--- config.mk ---
export PLATFORM = sky130hd
export DESIGN_NAME = jdcm_csr
export DESIGN_NICKNAME = d
export VERILOG_FILES = /design/src/sv/jdcm_pkg.sv /design/src/sv/jdcm_csr.sv
export SDC_FILE = /design/constraint.sdc
export NUM_CORES = 1
export LEC_CHECK = 0
export ABC_AREA = 1
export BUFFER_PORTS_ARGS = -buffer_cell sky130_fd_sc_hd__buf_4
export CAP_MARGIN = 20
export CORE_ASPECT_RATIO = 1.2
export CORE_UTILIZATION = 42
export CTS_BUF_LIST = sky130_fd_sc_hd__clkbuf_16
export CTS_CLUSTER_DIAMETER = 40
export DETAILED_ROUTE_END_ITERATION = 8
export PLACE_DENSITY = 0.78
export SYNTH_ARGS = -nofsm -noshare
export SYNTH_HDL_FRONTEND = slang
export SYNTH_SLANG_ARGS = --single-unit
--- constraint.sdc ---
create_clock -name clock -period 0.99 [get_ports clock]
set_input_delay 0.198 -clock clock [delete_from_list [all_inputs] [get_ports clock]]
set_output_delay 0.198 -clock clock [all_outputs]
set_load 0.005 [all_outputs]
--- src/sv/jdcm_pkg.sv ---
// Shared types, widths and constants for the joystick deadzone chassis mapper.
`timescale 1ns / 1ps
`default_nettype none

package jdcm_pkg;

   // Raw axis sample width (signed, SAMPLE_BITS-1 fraction bits)
   localparam int SAMPLE_BITS = 16;

   // Fixed field widths
   localparam int COUNT_W   = 4;
   localparam int CFG_W     = 15;
   localparam int MAG_W     = 16;                 // Q0.15 magnitude, up to 1.0 inclusive
   localparam int P1_W      = MAG_W + CFG_W;      // diff * gain
   localparam int P2_W      = P1_W + CFG_W;       // diff * gain * limit
   localparam int RND_SHIFT = 26;
   localparam int RND_W     = P2_W - RND_SHIFT + 1;
   localparam int OUT_W     = 16;
   localparam int AXES      = 6;
   localparam int LANES     = 3;

   // Configuration port
   localparam int CSR_DATA_W = 32;
   localparam int CSR_ADDR_W = 4;
   localparam int REG_IDX_W  = 2;

   // Register indexes
   localparam logic [REG_IDX_W-1:0] REG_DEADZONE_LEVEL = 2'd0;
   localparam logic [REG_IDX_W-1:0] REG_DEADZONE_GAIN  = 2'd1;
   localparam logic [REG_IDX_W-1:0] REG_VELOCITY_LIMIT = 2'd2;
   localparam logic [REG_IDX_W-1:0] REG_ROTATION_LIMIT = 2'd3;

   // Register reset values
   localparam logic [CFG_W-1:0] RST_DEADZONE_LEVEL = 15'd3277;
   localparam logic [CFG_W-1:0] RST_DEADZONE_GAIN  = 15'd2276;
   localparam logic [CFG_W-1:0] RST_VELOCITY_LIMIT = 15'd256;
   localparam logic [CFG_W-1:0] RST_ROTATION_LIMIT = 15'd256;

   // Layout selecting axis counts
   localparam logic [COUNT_W-1:0] COUNT_THREE = 4'd3;
   localparam logic [COUNT_W-1:0] COUNT_SIX   = 4'd6;

   // Output lane order
   localparam int LANE_FORWARD = 0;
   localparam int LANE_SIDE    = 1;
   localparam int LANE_TURN    = 2;

   typedef struct packed {
      logic [CFG_W-1:0] deadzone_level;
      logic [CFG_W-1:0] deadzone_gain;
      logic [CFG_W-1:0] velocity_limit;
      logic [CFG_W-1:0] rotation_limit;
   } cfg_type;

   // Sign and aligned magnitude of one axis
   typedef struct packed {
      logic             neg;
      logic [MAG_W-1:0] mag;
   } axis_type;

   // One output lane: sign and magnitude past the deadzone
   typedef struct packed {
      logic             neg;
      logic [MAG_W-1:0] diff;
   } lane_type;

   // Beat from the selection stages into the shaping stages
   typedef struct packed {
      logic                  valid;
      lane_type [LANES-1:0]  lane;
   } sel_beat_type;

   // Split a raw sample into sign and Q0.15 magnitude
   function automatic axis_type decode_axis(input logic [SAMPLE_BITS-1:0] raw);
      axis_type                    res;
      logic [SAMPLE_BITS-1:0]      m;
      logic [SAMPLE_BITS+14:0]     wide;
      logic [SAMPLE_BITS+14:0]     shifted;
      res.neg = raw[SAMPLE_BITS-1];
      m       = res.neg ? (~raw + 1'b1) : raw;
      wide    = {m, 15'd0};
      shifted = wide >> (SAMPLE_BITS - 1);
      res.mag = shifted[MAG_W-1:0];
      return res;
   endfunction

endpackage

`default_nettype wire

--- src/sv/jdcm_csr.sv ---
// APB-style configuration registers for the deadzone and limits.
`timescale 1ns / 1ps
`default_nettype none

module jdcm_csr
   import jdcm_pkg::*;
(
   input  wire logic                   clock,
   input  wire logic                   reset,
   input  wire logic                   csr_psel,
   input  wire logic                   csr_penable,
   input  wire logic                   csr_pwrite,
   input  wire logic [CSR_ADDR_W-1:0]  csr_paddr,
   input  wire logic [CSR_DATA_W-1:0]  csr_pwdata,
   output logic      [CSR_DATA_W-1:0]  csr_prdata,
   output logic                        csr_pready,
   output cfg_type                     cfg
);

   cfg_type                cfg_ff;
   cfg_type                cfg_in;
   logic                   wr_en;
   logic [REG_IDX_W-1:0]   idx;

   assign idx        = csr_paddr[REG_IDX_W+1:2];
   assign wr_en      = csr_psel && csr_penable && csr_pwrite;
   assign csr_pready = 1'b1;
   assign cfg        = cfg_ff;

   // Register write decode
   always_comb begin
      cfg_in = cfg_ff;
      if (wr_en) begin
         case (idx)
            REG_DEADZONE_LEVEL: cfg_in.deadzone_level = csr_pwdata[CFG_W-1:0];
            REG_DEADZONE_GAIN:  cfg_in.deadzone_gain  = csr_pwdata[CFG_W-1:0];
            REG_VELOCITY_LIMIT: cfg_in.velocity_limit = csr_pwdata[CFG_W-1:0];
            REG_ROTATION_LIMIT: cfg_in.rotation_limit = csr_pwdata[CFG_W-1:0];
            default:            cfg_in = cfg_ff;
         endcase
      end
   end

   always_ff @(posedge clock) begin
      if (reset) begin
         cfg_ff.deadzone_level <= RST_DEADZONE_LEVEL;
         cfg_ff.deadzone_gain  <= RST_DEADZONE_GAIN;
         cfg_ff.velocity_limit <= RST_VELOCITY_LIMIT;
         cfg_ff.rotation_limit <= RST_ROTATION_LIMIT;
      end else begin
         cfg_ff <= cfg_in;
      end
   end

   // Read mux
   always_comb begin
      csr_prdata = '0;
      case (idx)
         REG_DEADZONE_LEVEL: csr_prdata[CFG_W-1:0] = cfg_ff.deadzone_level;
         REG_DEADZONE_GAIN:  csr_prdata[CFG_W-1:0] = cfg_ff.deadzone_gain;
         REG_VELOCITY_LIMIT: csr_prdata[CFG_W-1:0] = cfg_ff.velocity_limit;
         REG_ROTATION_LIMIT: csr_prdata[CFG_W-1:0] = cfg_ff.rotation_limit;
         default:            csr_prdata = '0;
      endcase
   end

endmodule

`default_nettype wire

# Word-level counts from Yosys, hierarchy flattened
# Index checks and enable logic that the tools add are counted.
# W data, S select, Z words.
[word_totals]
ff_bits = 60
output_inout_bits = 93
[op_classes]
n_mux = 1
eq_ne = 3
reduce_logical = 7
[ops]
columns = ["cell", "n"]
rows = [
  ["$pmux W15 S4", 1],
  ["$reduce_and A2 Y1", 4],
  ["$eq A2 B2 Y1 const B", 2],
  ["$eq A2 B1 Y1 const B", 1],
  ["$logic_and A1 B1 Y1", 2],
  ["$logic_not A2 Y1", 1],
]

# Longest topological paths before layout
[depth]
word_depth = 3
ltp_mapped = 7
ltp_nobuf = 5

# Worst setup path before layout
# No wires, ideal clock.
[synth_timing]
kind = "in2out"
start = "input port csr_paddr[3]"
end = "output port csr_prdata[10]"
arrival_time_ps = 889
slack_ps = -97
path_stages = 4
required_time_ps = 792
path_cell_list = "nor2_1 > clkbuf_1 > nand2_1 > nand4_1"
[synth_between]
elab_chain_len = 2
word_cells_on_any_way = 5
cone_classes = "eq/ne: 3; mux: 1; reduce/logical: 1"
[synth_lines]
columns = ["item", "line_no", "text"]
rows = [
  ["from (decl)", "jdcm_csr.sv:13", "input wire logic [CSR_ADDR_W-1:0] csr_paddr,"],
  ["$eq A2 B2 Y1, or another cell as far along", "jdcm_csr.sv:58", "case (idx)"],
  ["$pmux W15 S4 *", "jdcm_csr.sv:58", ""],
  ["to (decl)", "jdcm_csr.sv:15", "output logic [CSR_DATA_W-1:0] csr_prdata,"],
]
# Every way passes the cells marked *; elsewhere a longest branch is shown, timed or not.

# Worst setup path in the final report
[layout_timing]
start = "register cfg_ff, in the netlist cfg[19]"
end = "output port csr_prdata[4]"
[layout_between]
elab_chain_len = 1
[layout_lines]
columns = ["item", "line_no", "text"]
rows = [
  ["from (decl)", "jdcm_csr.sv:20", "cfg_type cfg_ff;"],
  ["from (signal assigned)", "jdcm_csr.sv:51", "cfg_ff <= cfg_in;"],
  ["$pmux W15 S4", "jdcm_csr.sv:58", ""],
]
# No other way between the ends.

==> results.toml <==
[logic_synthesis]
avgSynthCellArea_um2 = 6.51
yosysSeqAreaShare_pct = 41.7
synthCells = 442
synth.cell_area_um2 = 2880
ys_ff_latch = 60
yosysWarnings = 0
synth_cell_types = 15

[critical_path]
cp.required_ps = 790
startpoint_type = "flip-flop"
r2r-end = "cfg[7]"
path_max_fanout = 2
rrSetupSlack_ps = -100
cp.arrival_ps = 1010
worstSetupEndpointType = "output port"
path_class = "reg -> out"
r2r_cells = 5
r2r-start = "cfg[7]"

[drt]
wirelength_um = 12200
via_count = 3838
via_per_inst = 5.26
drt_iter0_drc = 404
drc = 0
drt.antenna.violating_nets = 0
routedWlPerCell_um = 16.8
first_pass_iters = 5

[grt]
antenna_found_initial = 0
grt_max_degree = 37
overflow = 0
grt_pass1_vias = 3683
grt_use_total_pct = 31.8
grt_pass1_wl_um = 17500

[clock_tree]
ctsHoldBuffers = 0
cts.sinks = 60
cts_buffer_depth = 2
cts_tree = "done"
root_buffer = "clkbuf_16"
htree_levels = 3
clkTransAtPathRegs_ps = 60
cts_buffers = 9
clock_latency_ps = 330

[placement]
dpl.hpwl_um = 6130
placedInstanceArea_um2 = 3840
dp.cells = 629
gp_congestion = 0.809
portBuffers = 96

[cells_and_area]
register_area_um2 = 1280
drive_above_1_share_pct = 49.5
antenna_cells = 0
fin_area_um2 = 5350
multi_input_area_um2 = 1470
fin_cells = 729
nets = 680
largest_reg_flops = 60
syn2layout_area_growth_pct = 85.9
fill_cells = 361

[sta]
timing.fmax_mhz = 827
finClkSkew_ps = 0
rsz0062_at_grt = "yes"
finalCriticalPeriod_ps = 1210
hold_violations = 0
setup_viol = 67
finalCritPeriodShare_pct = 122
setup_ws_ps = -220
drv_slew = 0

[power]
power_leakage_nw = 2.59
peakVddDrop_v = 0.000975
power.density_nw_per_um2 = 1190

[worst_hold_path]
worstHoldStart = "csr_pwdata[2]"
worstHoldEndpoint = "cfg[47]"
min_path_cells = 3
holdCritPathClass = "in -> reg"

[floorplanning]
fp.dieArea_um2 = 7190
die_x_um = 77.6
pin_count = 134
die_y_um = 92.7
start_util_pct = 44.1
rows = 32
coreArea_um2 = 6530

[outcome]
violations = "setup timing"
status = "finished, violations left"

[flow_run]
maxCapViolCount = 0
## critical path, stage by stage, from the launching register on
cell and delay [ps]:
dfxtp_2 330, nand2_1 70, nand4_1 120, buf_4 160
## power by group
part | internal [W] | switching (W) | leakage (nW) | total, W
clock network | 0.00166 | 0.00115 | 0.134 | 0.00280
logic | 0.000529 | 0.000512 | 1.95 | 0.00104
registers | 0.00248 | 0.0000470 | 0.502 | 0.00253
## area by class of cell
class,count,share of cell area [%]
Clock buffer,9,4.21
Clock inverter,7,0.655
Inverter,20,1.54
Multi-Input combinational cell,335,27.5
Sequential cell,60,23.8
Tap cell,85,1.99
Timing Repair Buffer,213,40.3
## through the flow
stage,worst slack (ps),total power (W),hold slack [ps],setup TNS (ps),utilization [%]
final,-220,0.00637,111,-6560,82.0
after global routing,-265,0.00655,115,-7870,82.0
after CTS,-181,0.00623,96.7,-5790,79.4
after detailed placement,-218,0.00330,435,-10990,58.9
after global placement,-196,0.00328,422,-8980,58.9
after floorplan,15.9,0.00296,324,0,-
## cells by family after synthesis
group | count (synthesis) | synth area share [%]
AO/OA/AOI/OAI | 2 | 0.348
buffers and inverters | 63 | 12.0
flip-flops | 60 | 41.7
other | 2 | 0.261
AND/OR/NAND/NOR | 315 | 45.6
## Yosys cell counts
cell type	n	area (µm²)
nand4_1	15	93.8
clkbuf_1	3	11.3
conb_1	2	7.51
buf_4	26	195
nor2_1	95	357
nand3_1	60	300
dfxtp_1	60	1200
clkinv_1	1	3.75
nor2_2	5	31.3
o21ai_0	2	10.0
buf_2	10	50.1
nand2_1	139	522
nand3_2	1	10.0
buf_1	4	15.0
inv_1	19	71.3
## per-layer routing
| metal | vias up | part of all wire, % | global-route usage [%] |
|---|---|---|---|
| li1 | 1748 | - | - |
| met1 | 1798 | 36 | 33.4 |
| met2 | 235 | 52 | 57.4 |
| met3 | 57 | 7.3 | 6.21 |
| met4 | 0 | 4.9 | 20.6 |
| met5 | - | 0 | 0 |
## how the worst max path moves through the flow
stage | startpoint | to | slack [ps]
finish | cfg[19] | csr_prdata[4] | -220
CTS | cfg[56] | csr_prdata[11] | -180
floorplan | csr_paddr[3] | csr_prdata[10] | 20
global route | cfg[19] | csr_prdata[4] | -270
global placement | csr_paddr[2] | cfg[41] | -200
detailed placement | csr_paddr[2] | cfg[35] | -220
## repair_timing
action / CTS / global route
gates cloned: 2 / 0
buffers inserted: 68 / 15
gates resized for setup: 184 / 28
endpoints found under the setup margin: 71 / 78
pin swaps: 29 / 19
hold endpoints to repair: 0 / 0
## cell usage in the layout (no fill, tap or decap), types with 2 or more instances in the layout
cell       instances
nand3_1           59
clkbuf_16          9
nand2_2           19
nand3_2            2
conb_1            18
buf_12            10
nand2_1          120
buf_6            113
inv_1             17
nand4_1           15
clkinv_2           4
clkinv_1           2
nor2_4             4
nor2_1            92
o21ai_0            2
nor2_2             4
dfxtp_2           60
buf_4             89
Note: power is estimated with default switching activity, not from simulation.
