--- src/sv/jdcm_pkg.sv ---
// Shared types, widths and constants for the joystick deadzone chassis mapper.
`timescale 1ns / 1ps
`default_nettype none

package jdcm_pkg;

   // Raw axis sample width (signed, SAMPLE_BITS-1 fraction bits)
   localparam int SAMPLE_BITS = 16;

   // Fixed field widths
   localparam int COUNT_W   = 4;
   localparam int CFG_W     = 15;
   localparam int MAG_W     = 16;                 // Q0.15 magnitude, up to 1.0 inclusive
   localparam int P1_W      = MAG_W + CFG_W;      // diff * gain
   localparam int P2_W      = P1_W + CFG_W;       // diff * gain * limit
   localparam int RND_SHIFT = 26;
   localparam int RND_W     = P2_W - RND_SHIFT + 1;
   localparam int OUT_W     = 16;
   localparam int AXES      = 6;
   localparam int LANES     = 3;

   // Configuration port
   localparam int CSR_DATA_W = 32;
   localparam int CSR_ADDR_W = 4;
   localparam int REG_IDX_W  = 2;

   // Register indexes
   localparam logic [REG_IDX_W-1:0] REG_DEADZONE_LEVEL = 2'd0;
   localparam logic [REG_IDX_W-1:0] REG_DEADZONE_GAIN  = 2'd1;
   localparam logic [REG_IDX_W-1:0] REG_VELOCITY_LIMIT = 2'd2;
   localparam logic [REG_IDX_W-1:0] REG_ROTATION_LIMIT = 2'd3;

   // Register reset values
   localparam logic [CFG_W-1:0] RST_DEADZONE_LEVEL = 15'd3277;
   localparam logic [CFG_W-1:0] RST_DEADZONE_GAIN  = 15'd2276;
   localparam logic [CFG_W-1:0] RST_VELOCITY_LIMIT = 15'd256;
   localparam logic [CFG_W-1:0] RST_ROTATION_LIMIT = 15'd256;

   // Layout selecting axis counts
   localparam logic [COUNT_W-1:0] COUNT_THREE = 4'd3;
   localparam logic [COUNT_W-1:0] COUNT_SIX   = 4'd6;

   // Output lane order
   localparam int LANE_FORWARD = 0;
   localparam int LANE_SIDE    = 1;
   localparam int LANE_TURN    = 2;

   typedef struct packed {
      logic [CFG_W-1:0] deadzone_level;
      logic [CFG_W-1:0] deadzone_gain;
      logic [CFG_W-1:0] velocity_limit;
      logic [CFG_W-1:0] rotation_limit;
   } cfg_type;

   // Sign and aligned magnitude of one axis
   typedef struct packed {
      logic             neg;
      logic [MAG_W-1:0] mag;
   } axis_type;

   // One output lane: sign and magnitude past the deadzone
   typedef struct packed {
      logic             neg;
      logic [MAG_W-1:0] diff;
   } lane_type;

   // Beat from the selection stages into the shaping stages
   typedef struct packed {
      logic                  valid;
      lane_type [LANES-1:0]  lane;
   } sel_beat_type;

   // Split a raw sample into sign and Q0.15 magnitude
   function automatic axis_type decode_axis(input logic [SAMPLE_BITS-1:0] raw);
      axis_type                    res;
      logic [SAMPLE_BITS-1:0]      m;
      logic [SAMPLE_BITS+14:0]     wide;
      logic [SAMPLE_BITS+14:0]     shifted;
      res.neg = raw[SAMPLE_BITS-1];
      m       = res.neg ? (~raw + 1'b1) : raw;
      wide    = {m, 15'd0};
      shifted = wide >> (SAMPLE_BITS - 1);
      res.mag = shifted[MAG_W-1:0];
      return res;
   endfunction

endpackage

`default_nettype wire

--- src/sv/jdcm_if.sv ---
// Valid/ready channel interfaces for gamepad samples and speed commands.
`timescale 1ns / 1ps
`default_nettype none


interface jdcm_rsp_if import jdcm_pkg::*; ();
   logic                     valid;
   logic                     ready;
   logic signed [OUT_W-1:0]  forward_speed;
   logic signed [OUT_W-1:0]  side_speed;
   logic signed [OUT_W-1:0]  turn_rate;

   modport source (output valid, forward_speed, side_speed, turn_rate, input ready);
   modport sink   (input valid, forward_speed, side_speed, turn_rate, output ready);
endinterface

`default_nettype wire

--- src/sv/jdcm_shape.sv ---
// Stages three to five: gain multiply, limit multiply, rounding and saturation.
`timescale 1ns / 1ps
`default_nettype none

module jdcm_shape
   import jdcm_pkg::*;
(
   input  wire logic         clock,
   input  wire logic         reset,
   input  wire cfg_type      cfg,
   input  wire sel_beat_type sel_beat,
   output logic              sel_ready,
   jdcm_rsp_if.source        rsp_bus
);

   logic                    s3_valid_ff;
   logic                    s4_valid_ff;
   logic                    s5_valid_ff;
   logic [LANES-1:0]        s3_neg_ff;
   logic [LANES-1:0]        s4_neg_ff;
   logic [P1_W-1:0]         s3_prod_ff [LANES];
   logic [P2_W-1:0]         s4_prod_ff [LANES];
   logic [OUT_W-1:0]        s5_out_ff  [LANES];

   logic                    s3_en;
   logic                    s4_en;
   logic                    s5_en;
   logic [CFG_W-1:0]        limit      [LANES];
   logic [P1_W-1:0]         s3_prod_in [LANES];
   logic [P2_W-1:0]         s4_prod_in [LANES];
   logic [OUT_W-1:0]        s5_out_in  [LANES];

   assign s5_en     = !s5_valid_ff || rsp_bus.ready;
   assign s4_en     = !s4_valid_ff || s5_en;
   assign s3_en     = !s3_valid_ff || s4_en;
   assign sel_ready = s3_en;

   assign limit[LANE_FORWARD] = cfg.velocity_limit;
   assign limit[LANE_SIDE]    = cfg.velocity_limit;
   assign limit[LANE_TURN]    = cfg.rotation_limit;

   // Valid bits
   always_ff @(posedge clock) begin
      if (reset) begin
         s3_valid_ff <= 1'b0;
         s4_valid_ff <= 1'b0;
         s5_valid_ff <= 1'b0;
      end else begin
         if (s3_en) s3_valid_ff <= sel_beat.valid;
         if (s4_en) s4_valid_ff <= s3_valid_ff;
         if (s5_en) s5_valid_ff <= s4_valid_ff;
      end
   end

   // Per-lane datapath
   always_comb begin
      for (int i = 0; i < LANES; i++) begin
         logic [P2_W:0]    rounded;
         logic [RND_W-1:0] mag;
         logic [OUT_W:0]   neg_val;
         rounded = {1'b0, s4_prod_ff[i]} + ((P2_W+1)'(1) << (RND_SHIFT - 1));
         mag     = rounded[P2_W:RND_SHIFT];
         neg_val = '0;
         s3_prod_in[i] = P1_W'(sel_beat.lane[i].diff) * P1_W'(cfg.deadzone_gain);
         s4_prod_in[i] = P2_W'(s3_prod_ff[i]) * P2_W'(limit[i]);
         if (s4_neg_ff[i]) begin
            if (mag > RND_W'(32768)) begin
               mag = RND_W'(32768);
            end
            neg_val      = (OUT_W+1)'(17'h10000) - (OUT_W+1)'(mag);
            s5_out_in[i] = neg_val[OUT_W-1:0];
         end else begin
            if (mag > RND_W'(32767)) begin
               mag = RND_W'(32767);
            end
            s5_out_in[i] = mag[OUT_W-1:0];
         end
      end
   end

   always_ff @(posedge clock) begin
      for (int i = 0; i < LANES; i++) begin
         if (s3_en) begin
            s3_prod_ff[i] <= s3_prod_in[i];
            s3_neg_ff[i]  <= sel_beat.lane[i].neg;
         end
         if (s4_en) begin
            s4_prod_ff[i] <= s4_prod_in[i];
            s4_neg_ff[i]  <= s3_neg_ff[i];
         end
         if (s5_en) begin
            s5_out_ff[i] <= s5_out_in[i];
         end
      end
   end

   assign rsp_bus.valid         = s5_valid_ff;
   assign rsp_bus.forward_speed = s5_out_ff[LANE_FORWARD];
   assign rsp_bus.side_speed    = s5_out_ff[LANE_SIDE];
   assign rsp_bus.turn_rate     = s5_out_ff[LANE_TURN];

endmodule

`default_nettype wire
--- src/flat_wrapper.sv ---
// flat-port wrapper written by rule: the top's interface ports become plain ports
module jdcm_shape_flat import jdcm_pkg::*;
  (clock, reset, cfg, sel_beat, sel_ready, rsp_bus_valid, rsp_bus_forward_speed, rsp_bus_side_speed, rsp_bus_turn_rate, rsp_bus_ready);
  jdcm_rsp_if rsp_bus_i ();
  input  wire logic clock;
  input  wire logic reset;
  input  wire cfg_type cfg;
  input  wire sel_beat_type sel_beat;
  output logic sel_ready;
  output wire logic [$bits(rsp_bus_i.valid)-1:0] rsp_bus_valid;
  output wire logic [$bits(rsp_bus_i.forward_speed)-1:0] rsp_bus_forward_speed;
  output wire logic [$bits(rsp_bus_i.side_speed)-1:0] rsp_bus_side_speed;
  output wire logic [$bits(rsp_bus_i.turn_rate)-1:0] rsp_bus_turn_rate;
  input wire logic [$bits(rsp_bus_i.ready)-1:0] rsp_bus_ready;
  assign rsp_bus_valid = rsp_bus_i.valid;
  assign rsp_bus_forward_speed = rsp_bus_i.forward_speed;
  assign rsp_bus_side_speed = rsp_bus_i.side_speed;
  assign rsp_bus_turn_rate = rsp_bus_i.turn_rate;
  assign rsp_bus_i.ready = rsp_bus_ready;
  jdcm_shape u_core (.clock(clock), .reset(reset), .cfg(cfg), .sel_beat(sel_beat), .sel_ready(sel_ready), .rsp_bus(rsp_bus_i));
endmodule
--- config.mk ---
export PLATFORM = sky130hd
export DESIGN_NAME = jdcm_shape_flat
export DESIGN_NICKNAME = d
export VERILOG_FILES = /design/src/sv/jdcm_pkg.sv /design/src/sv/jdcm_if.sv /design/src/sv/jdcm_shape.sv /design/src/flat_wrapper.sv
export SDC_FILE = /design/constraint.sdc
export NUM_CORES = 2
export LEC_CHECK = 0
export BUFFER_PORTS_ARGS = -buffer_cell sky130_fd_sc_hd__buf_2
export CORE_ASPECT_RATIO = 0.9
export CORE_MARGIN = 2
export CORE_UTILIZATION = 29
export DETAILED_ROUTE_END_ITERATION = 16
export SETUP_SLACK_MARGIN = 0.15
export SLEW_MARGIN = 25
export SYNTH_ARGS = -nofsm -noshare
export SYNTH_HDL_FRONTEND = slang
export SYNTH_SLANG_ARGS = --single-unit
--- constraint.sdc ---
create_clock -name clock -period 12.9 [get_ports clock]
set_input_delay 0 -clock clock [delete_from_list [all_inputs] [get_ports clock]]
set_output_delay 0 -clock clock [all_outputs]
set_load 0.02 [all_outputs]
Word level (Yosys, flattened, before mapping):

Memories as Yosys holds them, arrays and structs flattened.
Index checks and enable logic that the tools add are counted.

* add/subtract/negate cells: 6
* mux-type cells: 18
* $mul: 6
* $lt $le $gt $ge: 6
* reductions and logical operators: 6

Operators by type and width (number)
* $mux 16: 12
* $add 46x26->47 const B: 3
* $mul 31x15->46: 3
* $mul 16x15->31: 3
* $gt 21x15->1 const B: 3
* $gt 21x16->1 const B: 3
* $sub 1x16->16 const A: 3
* $mux 1: 6
* $logic_not 1->1: 3
* $logic_or 1x1->1: 3

* bits in registers: 9
* output and inout bits: 50
* memories kept: 3
* input port bits: 115
* word-level logic and storage cells: 50
* bits in writable memories: 279

Memory list
* u_core.s4_prod_ff: words 3, width 46, read ports 3, clocked after Yosys merged registers in 0, write ports 3, RTL line jdcm_shape.sv:22 `logic [P2_W-1:0] s4_prod_ff [LANES];`
* u_core.s3_prod_ff: words 3, width 31, read ports 3, clocked after Yosys merged registers in 0, write ports 3, RTL line jdcm_shape.sv:21 `logic [P1_W-1:0] s3_prod_ff [LANES];`
* u_core.s5_out_ff: words 3, width 16, read ports 3, clocked after Yosys merged registers in 0, write ports 3, RTL line jdcm_shape.sv:23 `logic [OUT_W-1:0] s5_out_ff [LANES];`

Depth between registers and ports, before layout:

An unclocked memory read counts as a cell.

* word-level depth: 7
* depth in mapped cells: 27
* mapped depth without buffers: 25

Least setup slack after synthesis:

No wires, ideal clock.

* path kind: flip-flop to flip-flop
* start: memory u_core.s3_prod_ff[0][76] (netlist name)
* end: memory u_core.s4_prod_ff[0][137] (netlist name) (data pin)
* cell stages (with the launch flop): 25
* required time: 12640 ps
* path buffers: 1
* arrival time: 6133 ps
* library setup time: 260 ps
* slack: 6507 ps
* path through: edfxtp_1 clkbuf_1 and2_1 fa_1 inv_1 fa_1 inv_1 fa_1 fa_1 fa_1 inv_1 fa_1 inv_1 ha_1 a21o_1 a21o_1 a21oi_1 o21a_1 a31oi_1 a221o_1 a31o_2 a41oi_1 a21oi_1 a21oi_1 xnor2_1

RTL lines (RTL line)
* from (decl): jdcm_shape.sv:21
* to (decl): jdcm_shape.sv:22

==> impl_metrics.ini <==
[clocking]
cts-root-buf = clkbuf_16
cts_setup_buffers = 0
clk_latency_ns = 0.66
path_clk_slew_ns = 0.07
cts_tree = yes
cts_resized = 0
cts_made_buffers = 27
h-tree-depth = 1
clock_path_buffers = 3
cts.sinks = 213
ctsHoldBuffers = 12

[global_route]
antenna_found_initial = 29
grt_pass1_wl_um = 317000
grt_pass1_vias = 57700
grtUsageTotal = 0.154
grt_overflow_total = 0
grt_max_degree = 67

[yosys]
muxShareOfSynthArea = 0.000954
synth_top_area_frac = 0.453
synth_most_common_cell = inv_1
syn_inst = 7934
synth-edff-count = 210
ys_async_sr_fraction = 0
yosysSeqAreaShare = 0.0866
ys_ff_latch = 213
synth_top_area_cell = fa_1
synth_cell_types = 78
ys_warn_count = 0
synth_ff_type = edfxtp_1
synth_compound_area_frac = 0.0464
syn_area_per_cell_um2 = 9.26
post_synth_most_frequent_cells = 1800 x inv_1, 1662 x fa_1, 1151 x nand2_1
synthAdderAreaFrac = 0.557
synth.net_count = 10300
synth.area.top_cells = fa_1 45%, ha_1 10%, inv_1 9.2%
synth_top_family_by_area = adder cells
netlist_area_um2 = 73500
synth-xor-area-share = 0.0234
synthSimpleGateAreaFrac = 0.173

[route]
postRouteAntennaNets = 0
routed_wl_um = 192000
wire_per_inst_um = 17.2
drt-pass1-iter-count = 6
drc_errors = 0
via_per_inst = 4.67
drt-initial-drc-count = 3334
dr_total_vias = 52200

[hold_path]
min_to = u_core.s3_neg_ff[2]$_DFFE_PP_
hold_path.startpoint = sel_beat[50]
hold_depth = 2
min_path_type = in2reg

[critical_path]
r2r_setup_slack_ns = 5.10
critical_path.max_fanout = 15
crit_required_ns = 13.29
endpoint_kind = register
r2r_start = u_core.s3_prod_ff[0][38]$_DFFE_PP_
reg2regPathDepth = 25
worst_ep_arrival_time_ns = 8.18
setup.worst_path.start_class = register
r2r_end = u_core.s4_prod_ff[0][91]$_DFFE_PP_
crit_type = reg2reg

[floorplan]
start_util = 0.291
die_x_um = 535
rows = 175
fp.dieArea_um2 = 257000
coreArea_um2 = 252000
io_pins = 165
die_height_um = 482

[finish]
syn2layout_area_growth_pct = 6.58
layout.nets = 10200
drive_gt1_frac = 0.0355
fillCellCount = 26200

[sta]
hold_viol_final = 0
finClkSkew_ns = 0.0421
finalCritPeriodShare = 0.604
fmaxAchievable_mhz = 128
tightest_slew_ns = 1.01
fin_crit_ns = 7.80
rsz0062_at_grt = false
tns_ns = 0
final-max-slew-violation-count = 0
slew_headroom = 0.326
setup_viol = 0

[flow_run]
max_cap_viol_count = 0

[run_status]
status = complete, no violations

[placed_design]
gp_congestion = 0.873
dp_hpwl_um = 144000
io_buffers = 149
state kept, by name (all words and copies together), names as in the netlist:
register and count:
u_core.rsp_bus.valid 1, u_core.s3_neg_ff 3, u_core.s3_prod_ff 93, u_core.s3_valid_ff 1, u_core.s4_neg_ff 3, u_core.s4_prod_ff 63
u_core.s4_valid_ff 1, u_core.s5_out_ff 48
worst max-delay path: stages, from the launching register on:
cell	delay [ns]
edfxtp_1	0.70
and2_1	0.33
fa_1	0.57
inv_1	0.07
fa_1	0.47
inv_1	0.05
fa_1	0.50
inv_1	0.06
fa_1	0.53
inv_1	0.05
fa_1	0.47
inv_1	0.05
fa_1	0.47
inv_1	0.04
ha_1	0.28
a21o_1	0.16
a21o_1	0.17
a221oi_1	0.27
o21ai_0	0.27
a31oi_1	0.60
a211oi_1	0.26
a31oi_1	0.44
o31ai_1	0.20
a21o_1	0.23
a21oi_1	0.19
xnor2_1	0.09
routing by layer:
metal  vias up  track usage  part of all wire
met5         -            0           0.00061
met4        20       0.0248             0.014
met3       183       0.0263             0.075
met2      1643        0.242              0.44
met1     27200        0.224              0.47
li1      23200            -                 -
area by class of cell:
class / count / area (µm²) / share of cell area
Clock buffer: 29 / 683 / 0.00872
Antenna cell: 10 / 25.0 / 0.000320
Sequential cell: 213 / 6370 / 0.0813
Multi-Input combinational cell: 5539 / 58900 / 0.752
Clock inverter: 21 / 234 / 0.00299
Tap cell: 3363 / 4210 / 0.0537
Timing Repair Buffer: 200 / 1160 / 0.0148
Inverter: 1800 / 6760 / 0.0863
logic make-up after synthesis:
kind of cell,after synthesis
flops,213
simple gates,2542
mux,6
xor+xnor,196
buf+inv,2182
compound gates,521
fa+ha+maj,2274
cells in the final DEF, fill, tap and decap left out, types with 23 or more instances in the layout:
cell type / count
nor3_1: 36
clkbuf_16: 27
and3_1: 33
nand4_1: 23
fa_1: 1662
edfxtp_1: 210
o21ai_0: 94
a21o_1: 90
buf_4: 39
nand3_1: 58
a21oi_1: 143
nor2_1: 107
xor2_1: 72
ha_1: 612
inv_1: 1798
nand2_1: 1150
buf_2: 149
o21a_1: 26
xnor2_1: 124
and2_1: 1062
through the flow:
| stage | hold WS (ns) | utilization | cell area (µm²) | setup slack (ns) | instances |
|---|---|---|---|---|---|
| floorplan | 0.0724 | - | 73500 | 6.51 | 7934 |
| global placement | 0.180 | 0.306 | 77200 | 5.10 | 11100 |
| detailed placement | 0.183 | 0.306 | 77200 | 5.10 | 11100 |
| CTS | 0.0118 | 0.310 | 78300 | 5.06 | 11200 |
| global route | 0.0442 | 0.310 | 78300 | 4.66 | 11200 |
| finish | 0.0660 | 0.310 | 78300 | 5.10 | 11200 |
worst max path at each step:
stage / start / to / slack, ns / depth (start not counted)
after floorplan: u_core.s3_prod_ff[0][76]$_DFFE_PP_ / u_core.s4_prod_ff[0][137]$_DFFE_PP_ / 6.51 / 24
after global placement: cfg[22] / u_core.s4_prod_ff[0][91]$_DFFE_PP_ / 5.10 / 23
after detailed placement: cfg[22] / u_core.s4_prod_ff[0][91]$_DFFE_PP_ / 5.10 / 23
after CTS: u_core.s3_prod_ff[0][38]$_DFFE_PP_ / u_core.s4_prod_ff[0][91]$_DFFE_PP_ / 5.06 / 25
after global routing: u_core.s3_prod_ff[0][38]$_DFFE_PP_ / u_core.s4_prod_ff[0][91]$_DFFE_PP_ / 4.66 / 25
final: u_core.s3_prod_ff[0][38]$_DFFE_PP_ / u_core.s4_prod_ff[0][91]$_DFFE_PP_ / 5.10 / 25
Power is not shown: default switching activity piles up to over one toggle a cycle in this logic, so the estimate is an artifact.
