### config.mk
export PLATFORM = sky130hd
export DESIGN_NAME = jdcm_select_flat
export DESIGN_NICKNAME = d
export VERILOG_FILES = /design/src/sv/jdcm_pkg.sv /design/src/sv/jdcm_if.sv /design/src/sv/jdcm_select.sv /design/src/flat_wrapper.sv
export SDC_FILE = /design/constraint.sdc
export NUM_CORES = 1
export LEC_CHECK = 0
export BUFFER_PORTS_ARGS = -buffer_cell sky130_fd_sc_hd__buf_2
export CAP_MARGIN = 20
export CORE_ASPECT_RATIO = 1.25
export CORE_MARGIN = 3
export CORE_UTILIZATION = 45
export CTS_BUF_LIST = sky130_fd_sc_hd__clkbuf_8
export DETAILED_ROUTE_END_ITERATION = 10
export PLACE_DENSITY = 0.76
export SYNTH_ARGS = -nofsm -noshare
export SYNTH_HDL_FRONTEND = slang
export SYNTH_SLANG_ARGS = --single-unit
### constraint.sdc
create_clock -name clock -period 6.4 [get_ports clock]
set_input_delay 1.28 -clock clock [delete_from_list [all_inputs] [get_ports clock]]
set_output_delay 1.28 -clock clock [all_outputs]
set_load 0.01 [all_outputs]
### src/sv/jdcm_pkg.sv
// Shared types, widths and constants for the joystick deadzone chassis mapper.
`timescale 1ns / 1ps
`default_nettype none

package jdcm_pkg;

   // Raw axis sample width (signed, SAMPLE_BITS-1 fraction bits)
   localparam int SAMPLE_BITS = 16;

   // Fixed field widths
   localparam int COUNT_W   = 4;
   localparam int CFG_W     = 15;
   localparam int MAG_W     = 16;                 // Q0.15 magnitude, up to 1.0 inclusive
   localparam int P1_W      = MAG_W + CFG_W;      // diff * gain
   localparam int P2_W      = P1_W + CFG_W;       // diff * gain * limit
   localparam int RND_SHIFT = 26;
   localparam int RND_W     = P2_W - RND_SHIFT + 1;
   localparam int OUT_W     = 16;
   localparam int AXES      = 6;
   localparam int LANES     = 3;

   // Configuration port
   localparam int CSR_DATA_W = 32;
   localparam int CSR_ADDR_W = 4;
   localparam int REG_IDX_W  = 2;

   // Register indexes
   localparam logic [REG_IDX_W-1:0] REG_DEADZONE_LEVEL = 2'd0;
   localparam logic [REG_IDX_W-1:0] REG_DEADZONE_GAIN  = 2'd1;
   localparam logic [REG_IDX_W-1:0] REG_VELOCITY_LIMIT = 2'd2;
   localparam logic [REG_IDX_W-1:0] REG_ROTATION_LIMIT = 2'd3;

   // Register reset values
   localparam logic [CFG_W-1:0] RST_DEADZONE_LEVEL = 15'd3277;
   localparam logic [CFG_W-1:0] RST_DEADZONE_GAIN  = 15'd2276;
   localparam logic [CFG_W-1:0] RST_VELOCITY_LIMIT = 15'd256;
   localparam logic [CFG_W-1:0] RST_ROTATION_LIMIT = 15'd256;

   // Layout selecting axis counts
   localparam logic [COUNT_W-1:0] COUNT_THREE = 4'd3;
   localparam logic [COUNT_W-1:0] COUNT_SIX   = 4'd6;

   // Output lane order
   localparam int LANE_FORWARD = 0;
   localparam int LANE_SIDE    = 1;
   localparam int LANE_TURN    = 2;

   typedef struct packed {
      logic [CFG_W-1:0] deadzone_level;
      logic [CFG_W-1:0] deadzone_gain;
      logic [CFG_W-1:0] velocity_limit;
      logic [CFG_W-1:0] rotation_limit;
   } cfg_type;

   // Sign and aligned magnitude of one axis
   typedef struct packed {
      logic             neg;
      logic [MAG_W-1:0] mag;
   } axis_type;

   // One output lane: sign and magnitude past the deadzone
   typedef struct packed {
      logic             neg;
      logic [MAG_W-1:0] diff;
   } lane_type;

   // Beat from the selection stages into the shaping stages
   typedef struct packed {
      logic                  valid;
      lane_type [LANES-1:0]  lane;
   } sel_beat_type;

   // Split a raw sample into sign and Q0.15 magnitude
   function automatic axis_type decode_axis(input logic [SAMPLE_BITS-1:0] raw);
      axis_type                    res;
      logic [SAMPLE_BITS-1:0]      m;
      logic [SAMPLE_BITS+14:0]     wide;
      logic [SAMPLE_BITS+14:0]     shifted;
      res.neg = raw[SAMPLE_BITS-1];
      m       = res.neg ? (~raw + 1'b1) : raw;
      wide    = {m, 15'd0};
      shifted = wide >> (SAMPLE_BITS - 1);
      res.mag = shifted[MAG_W-1:0];
      return res;
   endfunction

endpackage

`default_nettype wire

### src/sv/jdcm_if.sv
// Valid/ready channel interfaces for gamepad samples and speed commands.
`timescale 1ns / 1ps
`default_nettype none

interface jdcm_req_if import jdcm_pkg::*; ();
   logic                           valid;
   logic                           ready;
   logic        [COUNT_W-1:0]      axis_count;
   logic signed [SAMPLE_BITS-1:0]  axis_zero;
   logic signed [SAMPLE_BITS-1:0]  axis_one;
   logic signed [SAMPLE_BITS-1:0]  axis_two;
   logic signed [SAMPLE_BITS-1:0]  axis_three;
   logic signed [SAMPLE_BITS-1:0]  axis_four;
   logic signed [SAMPLE_BITS-1:0]  axis_five;

   modport source (output valid, axis_count, axis_zero, axis_one, axis_two,
                   axis_three, axis_four, axis_five, input ready);
   modport sink   (input valid, axis_count, axis_zero, axis_one, axis_two,
                   axis_three, axis_four, axis_five, output ready);
endinterface


`default_nettype wire

### src/sv/jdcm_select.sv
// Stages one and two: axis decode, deadzone test and layout selection.
`timescale 1ns / 1ps
`default_nettype none

module jdcm_select
   import jdcm_pkg::*;
(
   input  wire logic    clock,
   input  wire logic    reset,
   input  wire cfg_type cfg,
   jdcm_req_if.sink     req_bus,
   output sel_beat_type sel_beat,
   input  wire logic    sel_ready
);

   // Stage one registers
   logic                  s1_valid_ff;
   axis_type [AXES-1:0]   s1_axis_ff;
   logic     [AXES-1:0]   s1_idle_ff;
   logic                  s1_none_ff;
   logic                  s1_six_ff;
   logic                  s1_above_ff;

   // Stage two registers
   logic                  s2_valid_ff;
   lane_type [LANES-1:0]  s2_lane_ff;

   logic                  s1_en;
   logic                  s2_en;
   axis_type [AXES-1:0]   s1_axis_in;
   logic     [AXES-1:0]   s1_idle_in;
   lane_type [LANES-1:0]  s2_lane_in;
   axis_type              fwd_ax;
   axis_type              side_ax;
   axis_type              rot_ax;
   logic                  fwd_idle;
   logic                  side_idle;
   logic                  rot_idle;

   // Stall chain: a stage loads when empty or when its contents move on
   assign s2_en         = !s2_valid_ff || sel_ready;
   assign s1_en         = !s1_valid_ff || s2_en;
   assign req_bus.ready = s1_en;

   // Decode all six axes and test each against the deadzone
   always_comb begin
      s1_axis_in[0] = decode_axis(req_bus.axis_zero);
      s1_axis_in[1] = decode_axis(req_bus.axis_one);
      s1_axis_in[2] = decode_axis(req_bus.axis_two);
      s1_axis_in[3] = decode_axis(req_bus.axis_three);
      s1_axis_in[4] = decode_axis(req_bus.axis_four);
      s1_axis_in[5] = decode_axis(req_bus.axis_five);
      for (int i = 0; i < AXES; i++) begin
         s1_idle_in[i] = s1_axis_in[i].mag < {1'b0, cfg.deadzone_level};
      end
   end

   always_ff @(posedge clock) begin
      if (reset) begin
         s1_valid_ff <= 1'b0;
      end else if (s1_en) begin
         s1_valid_ff <= req_bus.valid;
      end
   end

   always_ff @(posedge clock) begin
      if (s1_en) begin
         s1_axis_ff  <= s1_axis_in;
         s1_idle_ff  <= s1_idle_in;
         s1_none_ff  <= req_bus.axis_count < COUNT_THREE;
         s1_six_ff   <= req_bus.axis_count == COUNT_SIX;
         s1_above_ff <= req_bus.axis_count > COUNT_THREE;
      end
   end

   // Layout selection with six-axis fallbacks; other counts above three turn on axis 3
   always_comb begin
      fwd_ax    = s1_axis_ff[1];
      fwd_idle  = s1_idle_ff[1];
      side_ax   = s1_axis_ff[0];
      side_idle = s1_idle_ff[0];
      rot_ax    = s1_axis_ff[2];
      rot_idle  = s1_idle_ff[2];
      if (s1_six_ff) begin
         if (s1_idle_ff[2] && !s1_idle_ff[3]) begin
            rot_ax   = s1_axis_ff[3];
            rot_idle = s1_idle_ff[3];
         end
         if (s1_idle_ff[0] && s1_idle_ff[1] && (!s1_idle_ff[4] || !s1_idle_ff[5])) begin
            side_ax   = s1_axis_ff[4];
            side_idle = s1_idle_ff[4];
            fwd_ax    = s1_axis_ff[5];
            fwd_idle  = s1_idle_ff[5];
         end
      end else if (s1_above_ff) begin
         rot_ax   = s1_axis_ff[3];
         rot_idle = s1_idle_ff[3];
      end
   end

   // Remove the deadzone; idle axes and small counts become a clean zero
   always_comb begin
      s2_lane_in[LANE_FORWARD].neg  = fwd_ax.neg;
      s2_lane_in[LANE_FORWARD].diff = fwd_ax.mag - {1'b0, cfg.deadzone_level};
      s2_lane_in[LANE_SIDE].neg     = side_ax.neg;
      s2_lane_in[LANE_SIDE].diff    = side_ax.mag - {1'b0, cfg.deadzone_level};
      s2_lane_in[LANE_TURN].neg     = rot_ax.neg;
      s2_lane_in[LANE_TURN].diff    = rot_ax.mag - {1'b0, cfg.deadzone_level};
      if (fwd_idle || s1_none_ff) begin
         s2_lane_in[LANE_FORWARD] = '0;
      end
      if (side_idle || s1_none_ff) begin
         s2_lane_in[LANE_SIDE] = '0;
      end
      if (rot_idle || s1_none_ff) begin
         s2_lane_in[LANE_TURN] = '0;
      end
   end

   always_ff @(posedge clock) begin
      if (reset) begin
         s2_valid_ff <= 1'b0;
      end else if (s2_en) begin
         s2_valid_ff <= s1_valid_ff;
      end
   end

   always_ff @(posedge clock) begin
      if (s2_en) begin
         s2_lane_ff <= s2_lane_in;
      end
   end

   assign sel_beat.valid = s2_valid_ff;
   assign sel_beat.lane  = s2_lane_ff;

endmodule

`default_nettype wire

### src/flat_wrapper.sv
// flat-port wrapper written by rule: the top's interface ports become plain ports
module jdcm_select_flat import jdcm_pkg::*;
  (clock, reset, cfg, sel_beat, sel_ready, req_bus_valid, req_bus_axis_count, req_bus_axis_zero, req_bus_axis_one, req_bus_axis_two, req_bus_axis_three, req_bus_axis_four, req_bus_axis_five, req_bus_ready);
  jdcm_req_if req_bus_i ();
  input  wire logic clock;
  input  wire logic reset;
  input  wire cfg_type cfg;
  output sel_beat_type sel_beat;
  input  wire logic sel_ready;
  input wire logic [$bits(req_bus_i.valid)-1:0] req_bus_valid;
  input wire logic [$bits(req_bus_i.axis_count)-1:0] req_bus_axis_count;
  input wire logic [$bits(req_bus_i.axis_zero)-1:0] req_bus_axis_zero;
  input wire logic [$bits(req_bus_i.axis_one)-1:0] req_bus_axis_one;
  input wire logic [$bits(req_bus_i.axis_two)-1:0] req_bus_axis_two;
  input wire logic [$bits(req_bus_i.axis_three)-1:0] req_bus_axis_three;
  input wire logic [$bits(req_bus_i.axis_four)-1:0] req_bus_axis_four;
  input wire logic [$bits(req_bus_i.axis_five)-1:0] req_bus_axis_five;
  output wire logic [$bits(req_bus_i.ready)-1:0] req_bus_ready;
  assign req_bus_i.valid = req_bus_valid;
  assign req_bus_i.axis_count = req_bus_axis_count;
  assign req_bus_i.axis_zero = req_bus_axis_zero;
  assign req_bus_i.axis_one = req_bus_axis_one;
  assign req_bus_i.axis_two = req_bus_axis_two;
  assign req_bus_i.axis_three = req_bus_axis_three;
  assign req_bus_i.axis_four = req_bus_axis_four;
  assign req_bus_i.axis_five = req_bus_axis_five;
  assign req_bus_ready = req_bus_i.ready;
  jdcm_select u_core (.clock(clock), .reset(reset), .cfg(cfg), .req_bus(req_bus_i), .sel_beat(sel_beat), .sel_ready(sel_ready));
endmodule
# Word level (Yosys, flattened, before mapping)
# Cells that the tools add are included.
dict set report word_totals {
  out_inout_bits 53
  regBits 164
  input_bits 164
  word_cells 82
}
dict set report classes {
  muxes 20
  reduce_logical 14
  eq_ne 1
  order_cmp 8
  bitwise_logic 6
  addsub 9
}
# op n
set op_table {}
lappend op_table {{$mux 17} 7}
lappend op_table {{$add 16x1->16 const B} 6}
lappend op_table {{$lt 16x15->1} 6}
lappend op_table {{$mux 16} 6}
lappend op_table {{$not 16->16} 6}
lappend op_table {{$sub 16x15->16} 3}
lappend op_table {{$mux 1} 7}
lappend op_table {{$logic_or 1x1->1} 6}
lappend op_table {{$logic_not 1->1} 5}
lappend op_table {{$eq 4x3->1 const B} 1}
lappend op_table {{$gt 4x2->1 const B} 1}
lappend op_table {{$lt 4x2->1 const B} 1}
lappend op_table {{$logic_and 1x1->1} 3}

# Depth between registers and ports, before layout
# Gate-level depths: netlist of run 1.
dict set report depth {
  depth_word 6
  ltp_mapped 13
  depth_no_buf 13
}

# Worst setup path before layout of run 1
# Ideal clock, no wire load.
dict set report synth_timing {
  path_kind {input port to output port}
  startpoint {in sel_ready}
  endpoint {out req_bus_ready}
  arrival_ns 3.745
  n_path_buf 0
  required_ns 5.120
  setup_slack_ns 1.375
  stages 2
  path_cell_list {nor2b_1 nand2_1}
}
dict set report synth_between {
  elab_chain_cells 2
}
# element line_no
set synth_rtl {}
lappend synth_rtl {{start: declaration} flat_wrapper.sv:9} ;# input wire logic sel_ready;
lappend synth_rtl {{$logic_or 1x1->1} jdcm_select.sv:41} ;# assign s2_en = !s2_valid_ff || sel_ready;
lappend synth_rtl {{$logic_or 1x1->1} jdcm_select.sv:42} ;# assign s1_en = !s1_valid_ff || s2_en;
lappend synth_rtl {{end: declaration} flat_wrapper.sv:18} ;# output wire logic [$bits(req_bus_i.ready)-1:0] req_bus_ready;
# No other way between the ends.

# Worst setup path after layout of run 1
dict set report layout_timing {
  startpoint {reg u_core.s1_six_ff}
  endpoint {reg u_core.s2_lane_ff, in the netlist u_core.sel_beat[32] (data pin)}
}
dict set report layout_between {
  elab_chain_cells 2
  elab_cells_between_ends 4
  classes_between {add/sub (1); mux (2); reduce/logical (1)}
}
# element line_no
set layout_rtl {}
lappend layout_rtl {{start: declaration} jdcm_select.sv:21} ;# logic s1_six_ff;
lappend layout_rtl {{start signal: assignment} jdcm_select.sv:71} ;# s1_six_ff <= req_bus.axis_count == COUNT_SIX;
lappend layout_rtl {{$mux 17 / $mux 1 (equally long branches)} jdcm_select.sv:84} ;# if (s1_six_ff) begin
lappend layout_rtl {{$sub 16x15->16 / $logic_or 1x1->1 (equally long branches)} {jdcm_select.sv:106, jdcm_select.sv:112}}
lappend layout_rtl {{end signal: assignment} jdcm_select.sv:130} ;# s2_lane_ff <= s2_lane_in;
lappend layout_rtl {{end: declaration} jdcm_select.sv:26} ;# lane_type [LANES-1:0] s2_lane_ff;
# Parallel ways exist; a longest one is shown, timed or not.
# A chain may end at the register's enable or synchronous reset.

==> results.md, run 1 <==
- Root buf cell: sky130_fd_sc_hd__clkbuf_8
- Hold Path Class: flop to flop
- WS Path Type: flop to flop
- Cell Chain, Critical Path: nand3_1 > a21oi_4 > buf_16 > mux2_2 > ha_1 > nand2_1 > a2111oi_0 > o21bai_1 > a21oi_1 > o21a_1 > nor3_1
- Yosys warning count: 0
- Worst Setup SP: u_core.s1_six_ff
- Worst Min Path Start: u_core.s1_valid_ff
- # Max-Cap Violations: 0
- Placed standard-cell area: between 0.01 and 0.015 mm²
- Clock tree from TritonCTS: built
- Layout Skew: 0.01322 ns
- Total number of placement rows: between 60 and 70
- Finished layout cell area: about 0.013 mm²
- Sinks on the clock net: approximately 160
- # resized after CTS: 0
- #FFs+latches synth: 164
- Final count of negative-setup-slack endpoints: 0
- H-tree level count: 4
- Max-slew violation total from the final report: 0
- Maximum number of pins on one net before global-route repair: 73
- Total negative slack for setup checks: 0 ns
- Top fanout value on the critical path: 18
- Global-route wire length before repair: about 45,000 µm
- Overflow left after global routing: 0
- Kind of start point of the critical path: flop
- Horizontal extent of the die: approximately 150 µm
- Full die area: between 0.02 and 0.03 mm²
- Standard cell with the maximum stage delay on the critical path: sky130_fd_sc_hd__a2111oi_0
- Mapped Nets: roughly 1.4k
- Number of antenna violations at the first check in global routing: 1
- Clock power frac: 0.255
- Share of flip-flops with an asynchronous set or reset after synthesis: 0
- Setup repair after global routing missed its margin: no
- Mean post-synth cell area: roughly 11 µm²
- Number of vias in the routed layout: 8,874
- Number of global-route vias before repair: about 8.8k
- Filler cell count in the final layout: between 2k and 2.5k
- Leakage power figure: around 0.0057 µW
- RD Place Congestion: around 0.9
- Core area: between 0.02 and 0.025 mm²
- Highest cell delay on the worst timing path: roughly 0.84 ns
- Detailed-route wire length per cell: 18.56 µm
- Sequential cell area fraction in the yosys report: 0.4279
- Worst Path Buf+Inv: 1
- Initial DRC count: ~560
- Kind of cell with the highest combined delay on the critical path: compound AO/OA/AOI/OAI gates
- Total Wirelength: 29,150 µm
- Data required time of the critical path: about 6.6 ns
- Number of different library cells in the post-synthesis netlist: 60
- Power spent charging and discharging nets: just under 1000 µW
- Share of the clock period used by the worst path: 0.6281
- Final hold vios: 0
- Prevailing post-synth register cell: sky130_fd_sc_hd__edfxtp_1
- Register clock-pin slew on the reported worst setup and hold paths: 0.09 ns
- Start of the worst register-to-register path: u_core.s1_six_ff
- Total clock buffers created by CTS: 17
- Max_slew headroom: 0.3623
- Effective utilization at floorplan: 0.4633
- Net switching share of the total power: 0.3103
- Crit path time final: around 4.0 ns
- Worst-margin pin slew: ~0.93 ns
- Total GRT Usage: 0.2123
- Total of hold buffers inserted after clock tree synthesis: 0
- Mapped Cells: roughly 1.1k
- Drt drc: 0
- Critical path capture point type: flop
- Number of setup buffers added after CTS: 0
- Seq pwr share: 0.443
- Part of the power in combinational logic: 0.302
- Die Height: 184.4 µm
- Area of the mapped netlist: between 0.01 and 0.015 mm²
- CP Data Arrival Time: 4.22 ns
- Post-route antenna net violation count: 0
- Area overhead of the layout relative to synthesis: 15.01%
- Net count of the finished layout: 1,531
- Via density: 5.649
- Final HPWL DP: 22,780 µm
- Upper clock frequency limit: 248.8 MHz
- Peak VDD IR: between 0.15 and 0.2 mV
- Number of input and output port buffers inserted: ~170
- Internal Power: ~2200 µW
- DR pass1 iterations: 5
- Count of flip-flops with a built-in enable after synthesis: around 160
- Worst-case clock buffer depth: 2
- Run status: completed
- Power per cell area: between 200 and 250 mW/mm²
- Clock Latency Late Sink: approximately 0.47 ns
- IO Pins: ~220
- Share of final-layout standard cells stronger than drive strength 1: 0.2169
## logic make-up after synthesis
group           synth area share
simple gates              0.1239
compound gates            0.1351
flops                     0.4279
fa+ha+maj                 0.1526
xor+xnor                 0.08786
buf+inv                  0.02074
mux                      0.05195
## stage by stage
step / std cells / utilization / total power, µW / setup WS, ns / hold WS, ns
after global routing: 1570 / 0.5327 / 3352 / 2.153 / 0.5633
after detailed placement: 1538 / 0.5139 / 2382 / 2.038 / 0.5519
final: 1571 / 0.5328 / 3173 / 2.380 / 0.5711
after floorplan: 1050 / - / 2066 / 1.375 / 0.4631
after CTS: 1568 / 0.5308 / 3178 / 2.111 / 0.5620
after global placement: 1537 / 0.5136 / 2345 / 2.198 / 0.5121
## sequential cells by signal, indices dropped and copies added (netlist names)
name / flops
u_core.s1_above_ff: 1
u_core.s1_axis_ff: 102
u_core.s1_idle_ff: 6
u_core.s1_none_ff: 1
u_core.s1_six_ff: 1
u_core.s1_valid_ff: 1
u_core.s2_valid_ff: 1
u_core.sel_beat: 51
## power groups by stage
stage	logic (µW)	clock network, µW	registers, µW
finish	959	808	1410
global route	1070	861	1420
CTS	956	815	1410
detailed placement	951	0	1430
global placement	918	0	1430
floorplan	615	0	1450
## final cells by class
| type | count | area [µm²] | share of cell area |
|---|---|---|---|
| Antenna cell | 1 | 2.502 | 0.0001898 |
| Clock buffer | 17 | 234.0 | 0.01775 |
| Clock inverter | 13 | 183.9 | 0.01395 |
| Inverter | 42 | 157.7 | 0.01196 |
| Multi-Input combinational cell | 825 | 6340 | 0.4809 |
| Sequential cell | 164 | 4905 | 0.3720 |
| Tap cell | 330 | 412.9 | 0.03132 |
| Timing Repair Buffer | 179 | 948.4 | 0.07194 |
## cell usage after synthesis, types with 18 or more instances
cell type                    n  area share
sky130_fd_sc_hd__a21o_1     37       0.024
sky130_fd_sc_hd__a21oi_1    58       0.025
sky130_fd_sc_hd__edfxtp_1  162        0.42
sky130_fd_sc_hd__ha_1      135        0.15
sky130_fd_sc_hd__inv_1      42       0.014
sky130_fd_sc_hd__mux2_2     44       0.043
sky130_fd_sc_hd__nand2_1    59       0.019
sky130_fd_sc_hd__nand2b_1   39       0.021
sky130_fd_sc_hd__nand3_1    22      0.0096
sky130_fd_sc_hd__nor2_1     74       0.024
sky130_fd_sc_hd__nor3_1     18      0.0079
sky130_fd_sc_hd__o21ai_0    68       0.030
sky130_fd_sc_hd__o31ai_1    18       0.012
sky130_fd_sc_hd__xnor2_1    97       0.074
sky130_fd_sc_hd__xor2_1     18       0.014
## cell usage in the layout, fill, tap and decap left out, types with 3 or more instances in the layout
master                       instances
sky130_fd_sc_hd__o21ai_0            68
sky130_fd_sc_hd__o21bai_1            3
sky130_fd_sc_hd__nand2b_1           39
sky130_fd_sc_hd__clkinv_2            3
sky130_fd_sc_hd__o31ai_1            18
sky130_fd_sc_hd__a21oi_1            57
sky130_fd_sc_hd__bufinv_16           4
sky130_fd_sc_hd__nand2_1            58
sky130_fd_sc_hd__clkbuf_8           17
sky130_fd_sc_hd__nand4_1            12
sky130_fd_sc_hd__or3_1              10
sky130_fd_sc_hd__or4_1               5
sky130_fd_sc_hd__ha_1              135
sky130_fd_sc_hd__nor3_1             18
sky130_fd_sc_hd__mux2i_1            10
sky130_fd_sc_hd__o21a_1              4
sky130_fd_sc_hd__a21boi_0            4
sky130_fd_sc_hd__a211oi_1           11
sky130_fd_sc_hd__xnor2_1            97
sky130_fd_sc_hd__a2111oi_0           3
sky130_fd_sc_hd__buf_2             171
sky130_fd_sc_hd__nor4_1              4
sky130_fd_sc_hd__nor2b_1             9
sky130_fd_sc_hd__o41ai_1            11
sky130_fd_sc_hd__buf_4               6
sky130_fd_sc_hd__edfxtp_1          162
sky130_fd_sc_hd__inv_1              41
sky130_fd_sc_hd__a21o_1             37
sky130_fd_sc_hd__clkinvlp_4          3
sky130_fd_sc_hd__nand3b_1            3
sky130_fd_sc_hd__xor2_1             18
sky130_fd_sc_hd__nand3_1            22
sky130_fd_sc_hd__o211ai_1            7
sky130_fd_sc_hd__fa_1                3
sky130_fd_sc_hd__mux2_2             44
sky130_fd_sc_hd__a31oi_1             6
sky130_fd_sc_hd__nor2_1             74
## tightest hold or removal path, stage by stage, from the launching register on
cell	delay (ns)
sky130_fd_sc_hd__dfxtp_1	0.35
sky130_fd_sc_hd__nor2_1	0.12
sky130_fd_sc_hd__nor2_1	0.05
## metal layers
| layer | track usage | up-vias | share of wire |
|---|---|---|---|
| met5 | 0 | - | 0.00038 |
| met4 | 0.08755 | 2 | 0.033 |
| met2 | 0.3702 | 310 | 0.49 |
| li1 | - | 4297 | - |
| met1 | 0.2564 | 4203 | 0.41 |
| met3 | 0.04304 | 62 | 0.061 |
## final timing paths
path	end	slack, ns	cells after the start
worst min-delay path	u_core.s2_valid_ff	0.57	2
worst min register to register	u_core.s2_valid_ff	0.57	2
worst max register to register	u_core.sel_beat[32]	2.38	11
worst max-delay path	u_core.sel_beat[32]	2.38	11
No activity file was read; power rests on OpenSTA's default activity.
==> inputs of run 2 (changes only) <==
--- a/config.mk
+++ b/config.mk
@@ -5,6 +5,7 @@
 export SDC_FILE = /design/constraint.sdc
 export NUM_CORES = 1
 export LEC_CHECK = 0
+export ABC_AREA = 1
 export BUFFER_PORTS_ARGS = -buffer_cell sky130_fd_sc_hd__buf_2
 export CAP_MARGIN = 20
 export CORE_ASPECT_RATIO = 1.25
@@ -12,7 +13,7 @@
 export CORE_UTILIZATION = 45
 export CTS_BUF_LIST = sky130_fd_sc_hd__clkbuf_8
 export DETAILED_ROUTE_END_ITERATION = 10
-export PLACE_DENSITY = 0.76
+export PLACE_DENSITY = 0.78
 export SYNTH_ARGS = -nofsm -noshare
 export SYNTH_HDL_FRONTEND = slang
 export SYNTH_SLANG_ARGS = --single-unit
==> constraint.sdc (replaced) <==
create_clock -name clock -period 3.38 [get_ports clock]
set_input_delay 0.676 -clock clock [delete_from_list [all_inputs] [get_ports clock]]
set_output_delay 0.676 -clock clock [all_outputs]
set_load 0.01 [all_outputs]
==> run 2 against run 1 <==
  * Sequential power increased by 87%
  * Via count up 28%
  * Non-clock buffer count up 11
  * Global-route usage increased by 0.21 points
  * Utilization down 1.1 points
  * Area after synthesis up 11%
  * Critical endpoint is now u_core.sel_beat[48]
==> results.md, run 2 <==
- Count of flip-flops with a built-in enable after synthesis: 162 (unchanged)
- Mapped Cells: 1,650 (+57%)
- Sequential cell area fraction in the yosys report: 0.3850 (-0.04290)
- Share of final-layout standard cells stronger than drive strength 1: 0.1365 (-0.08040)
- Top fanout value on the critical path: 17 (-1)
- Data required time of the critical path: 3.62 ns (-2.98 ns)
- Full die area: 0.03038 mm² (+11%)
- Cell types occupying the most area after synthesis: sky130_fd_sc_hd__edfxtp_1 38%, sky130_fd_sc_hd__nand2_1 16%, sky130_fd_sc_hd__ha_1 13%
- Most common cell after layout, fill and taps aside: sky130_fd_sc_hd__nand2_1
- Diodes inserted: 0 (-1)
- Setup repair after global routing missed its margin: no
- Hold path cells: 2 (unchanged)
- Total negative slack for setup checks: 0 ns (unchanged)
- Number of input and output port buffers inserted: 171 (unchanged)
- Filler cell count in the final layout: 2,600 (+19%)
- Worst Min Path Start: reset
- Worst-case clock buffer depth: 2 (unchanged)
- Drt drc: 0 (unchanged)
- Power per cell area: 429.3 mW/mm² (+78%)
- Via density: 5.140 (-9.0%)
- Start of the worst register-to-register path: u_core.s1_six_ff
- Number of different library cells in the post-synthesis netlist: 42 (-30%)
- Run status: completed
- Global-route wire length before repair: 51,890 µm (+15%)
- Post-route antenna net violation count: 0 (unchanged)
- Number of setup buffers added after CTS: 0 (unchanged)
- Area overhead of the layout relative to synthesis: 13.67%
- DR pass1 iterations: 5 (unchanged)
- Most used cells in the layout excluding fill and tap cells: 533 x sky130_fd_sc_hd__nand2_1, 244 x sky130_fd_sc_hd__inv_1, 171 x sky130_fd_sc_hd__buf_2
- Worst Setup SP: u_core.s1_six_ff
- # resized after CTS: 0 (unchanged)
- Clock tree from TritonCTS: built
- Initial DRC count: 810 (+46%)
- Horizontal extent of the die: 156.5 µm (+5.2%)
- Max-slew violation total from the final report: 0 (unchanged)
- Internal reg-to-reg setup slack: 0.53 ns (-1.85 ns)
- Kind of start point of the critical path: flop
- Mean post-synth cell area: 7.722 µm² (-29%)
- Number of global-route vias before repair: 10.56k (+20%)
- Sinks on the clock net: 164 (unchanged)
- Worst-margin pin slew: 0.7062 ns (-0.2262 ns)
- Register-to-Register Path Depth: 16 (+5)
- Upper clock frequency limit: 350.8 MHz (+41%)
- Most flops, register: u_core.s1_axis_ff
- Total number of placement rows: 68 (+6.3%)
- Yosys warning count: 0 (unchanged)
- Share of the clock period used by the worst path: 0.8434 (+0.2154)
- Share of flip-flops with an asynchronous set or reset after synthesis: 0 (unchanged)
- Final count of negative-setup-slack endpoints: 0 (unchanged)
- Peak VDD IR: 0.2677 mV (+77%)
- Total clock buffers created by CTS: 17 (unchanged)
- IO Pins: 217 (unchanged)
- Terminating pin of the worst hold path: u_core.s2_valid_ff
- Mapped Nets: 1,952 (+44%)
- CP Data Arrival Time: 3.09 ns (-1.13 ns)
- Number of antenna violations at the first check in global routing: 0 (-1)
- Endpoint of the worst register-to-register path: u_core.sel_beat[48]
- Cell accounting for the most synthesized area: sky130_fd_sc_hd__edfxtp_1
- Final hold vios: 0 (unchanged)
- Clock Latency Late Sink: 0.48 ns (about the same)
- Total Wirelength: 33,150 µm (+14%)
- Root buf cell: sky130_fd_sc_hd__clkbuf_8
- Maximum number of pins on one net before global-route repair: 113 (+55%)
- Net count of the finished layout: 2,142 (+40%)
- Area of the mapped netlist: 0.01274 mm² (+11%)
- Crit path time final: 2.851 ns (-1.169 ns)
- Total of hold buffers inserted after clock tree synthesis: 0 (unchanged)
- Most instantiated library cell after synthesis: sky130_fd_sc_hd__nand2_1
- Most numerous cell types in the synthesized netlist: 534 x sky130_fd_sc_hd__nand2_1, 244 x sky130_fd_sc_hd__inv_1, 162 x sky130_fd_sc_hd__edfxtp_1
- WS Path Type: flop to flop
- Critical path capture point type: flop
- H-tree level count: 4 (unchanged)
- Core area: 0.02774 mm² (+12%)
- Register clock-pin slew on the reported worst setup and hold paths: 0.10 ns (about the same)
- #FFs+latches synth: 164 (unchanged)
- Final HPWL DP: 26,480 µm (+16%)
- Hold Path Class: primary input to flop
- Detailed-route wire length per cell: 15.05 µm (-19%)
- RD Place Congestion: 0.9058 (+0.71%)
- Max_slew headroom: 0.5287 (+0.1664)
- Layout Skew: 0.01796 ns (+0.004734 ns)
- Die Height: 194.1 µm (+5.2%)
- Leakage power figure: 0.007715 µW (+36%)
- Overflow left after global routing: 0 (unchanged)
- Effective utilization at floorplan: 0.4594 (-0.003933)
- Prevailing post-synth register cell: sky130_fd_sc_hd__edfxtp_1
- # Max-Cap Violations: 0 (unchanged)
- Share of Yosys cell area claimed by the top area cell type: 0.3818 (-0.04255)
- Number of vias in the routed layout: 11.32k (+28%)
- Max reg flops: 102 (unchanged)
- Total GRT Usage: 0.2144 (+0.002110)
- Final core area utilization: 0.5221 (-0.01067)
run 2: cell count changes after synthesis, sizes merged, moves of 13 or more:
cell and delta:
nand2b -39, mux2 -44, nor2 +67, nand2 +487, xor2 +32, a21o -30
a21oi +49, inv +207, nand3 +48, xnor2 -82, o31ai -13
run 2: through the flow:
stage,std cells,area (µm²),setup WS (ns),power (µW),hold WS [ns]
after floorplan,1650,12750,0.2555,4104,0.4366
after global placement,2171,14070,0.5483,4667,0.4646
after detailed placement,2171,14070,0.4681,4745,0.4766
final,2203,14480,0.5292,6217,0.3585
after global routing,2203,14480,0.3573,6631,0.3387
after CTS,2203,14480,0.5080,6233,0.3236
run 2: cell type report:
class | instances | area (µm²) | area share
Clock buffer | 17 | 234.0 | 0.01616
Timing Repair Buffer | 190 | 1011 | 0.06981
Sequential cell | 164 | 4905 | 0.3387
Tap cell | 350 | 437.9 | 0.03024
Clock inverter | 15 | 180.2 | 0.01244
Multi-Input combinational cell | 1218 | 6773 | 0.4676
Inverter | 249 | 942.2 | 0.06505
run 2: cells by family (layout without fill, tap and decap cells):
kind of cell    after synthesis  in the layout  synth area share
compound gates              192            192           0.08249
xor+xnor                     65             65           0.04468
mux                           3              3          0.002357
simple gates                820            820            0.2636
buf+inv                     268            471           0.08465
flops                       164            164            0.3850
fa+ha+maj                   138            138            0.1373
run 2: power by group:
part           switching, µW  total (µW)  internal (µW)
clock                    864        1500            632
combinational           1320        2080            757
sequential              88.1        2640           2550
run 2: metal layers:
layer / up-vias / GRT usage / wire, µm
li1: 5748 / - / -
met1: 5116 / 0.2797 / 14070
met2: 399 / 0.3570 / 15620
met3: 60 / 0.03795 / 2473
met4: 0 / 0.07493 / 984
met5: - / 0 / 0
run 2: how the worst max path moves through the flow:
stage                     cells past startpoint  slack, ns              endpoint
after floorplan                               2       0.26    u_core.s1_above_ff
after global placement                       13       0.55  u_core.s1_idle_ff[3]
after detailed placement                     14       0.47  u_core.s1_idle_ff[1]
after CTS                                    16       0.51   u_core.sel_beat[48]
after global routing                         16       0.36   u_core.sel_beat[44]
final                                        16       0.53   u_core.sel_beat[48]
run 2: worst max-delay path, cell delays in order (launching register included):
cell and delay (ns):
sky130_fd_sc_hd__edfxtp_1 0.54, sky130_fd_sc_hd__inv_2 0.13, sky130_fd_sc_hd__nand2_2 0.06, sky130_fd_sc_hd__nand2_2 0.09, sky130_fd_sc_hd__and2_4 0.28, sky130_fd_sc_hd__mux2i_1 0.24, sky130_fd_sc_hd__ha_1 0.16, sky130_fd_sc_hd__inv_1 0.07
sky130_fd_sc_hd__fa_1 0.41, sky130_fd_sc_hd__nand2_1 0.10, sky130_fd_sc_hd__nand3_1 0.07, sky130_fd_sc_hd__nand3_1 0.07, sky130_fd_sc_hd__nand2_1 0.11, sky130_fd_sc_hd__nand2_1 0.10, sky130_fd_sc_hd__nand3_1 0.07, sky130_fd_sc_hd__nand2_1 0.06
sky130_fd_sc_hd__nor2_1 0.04
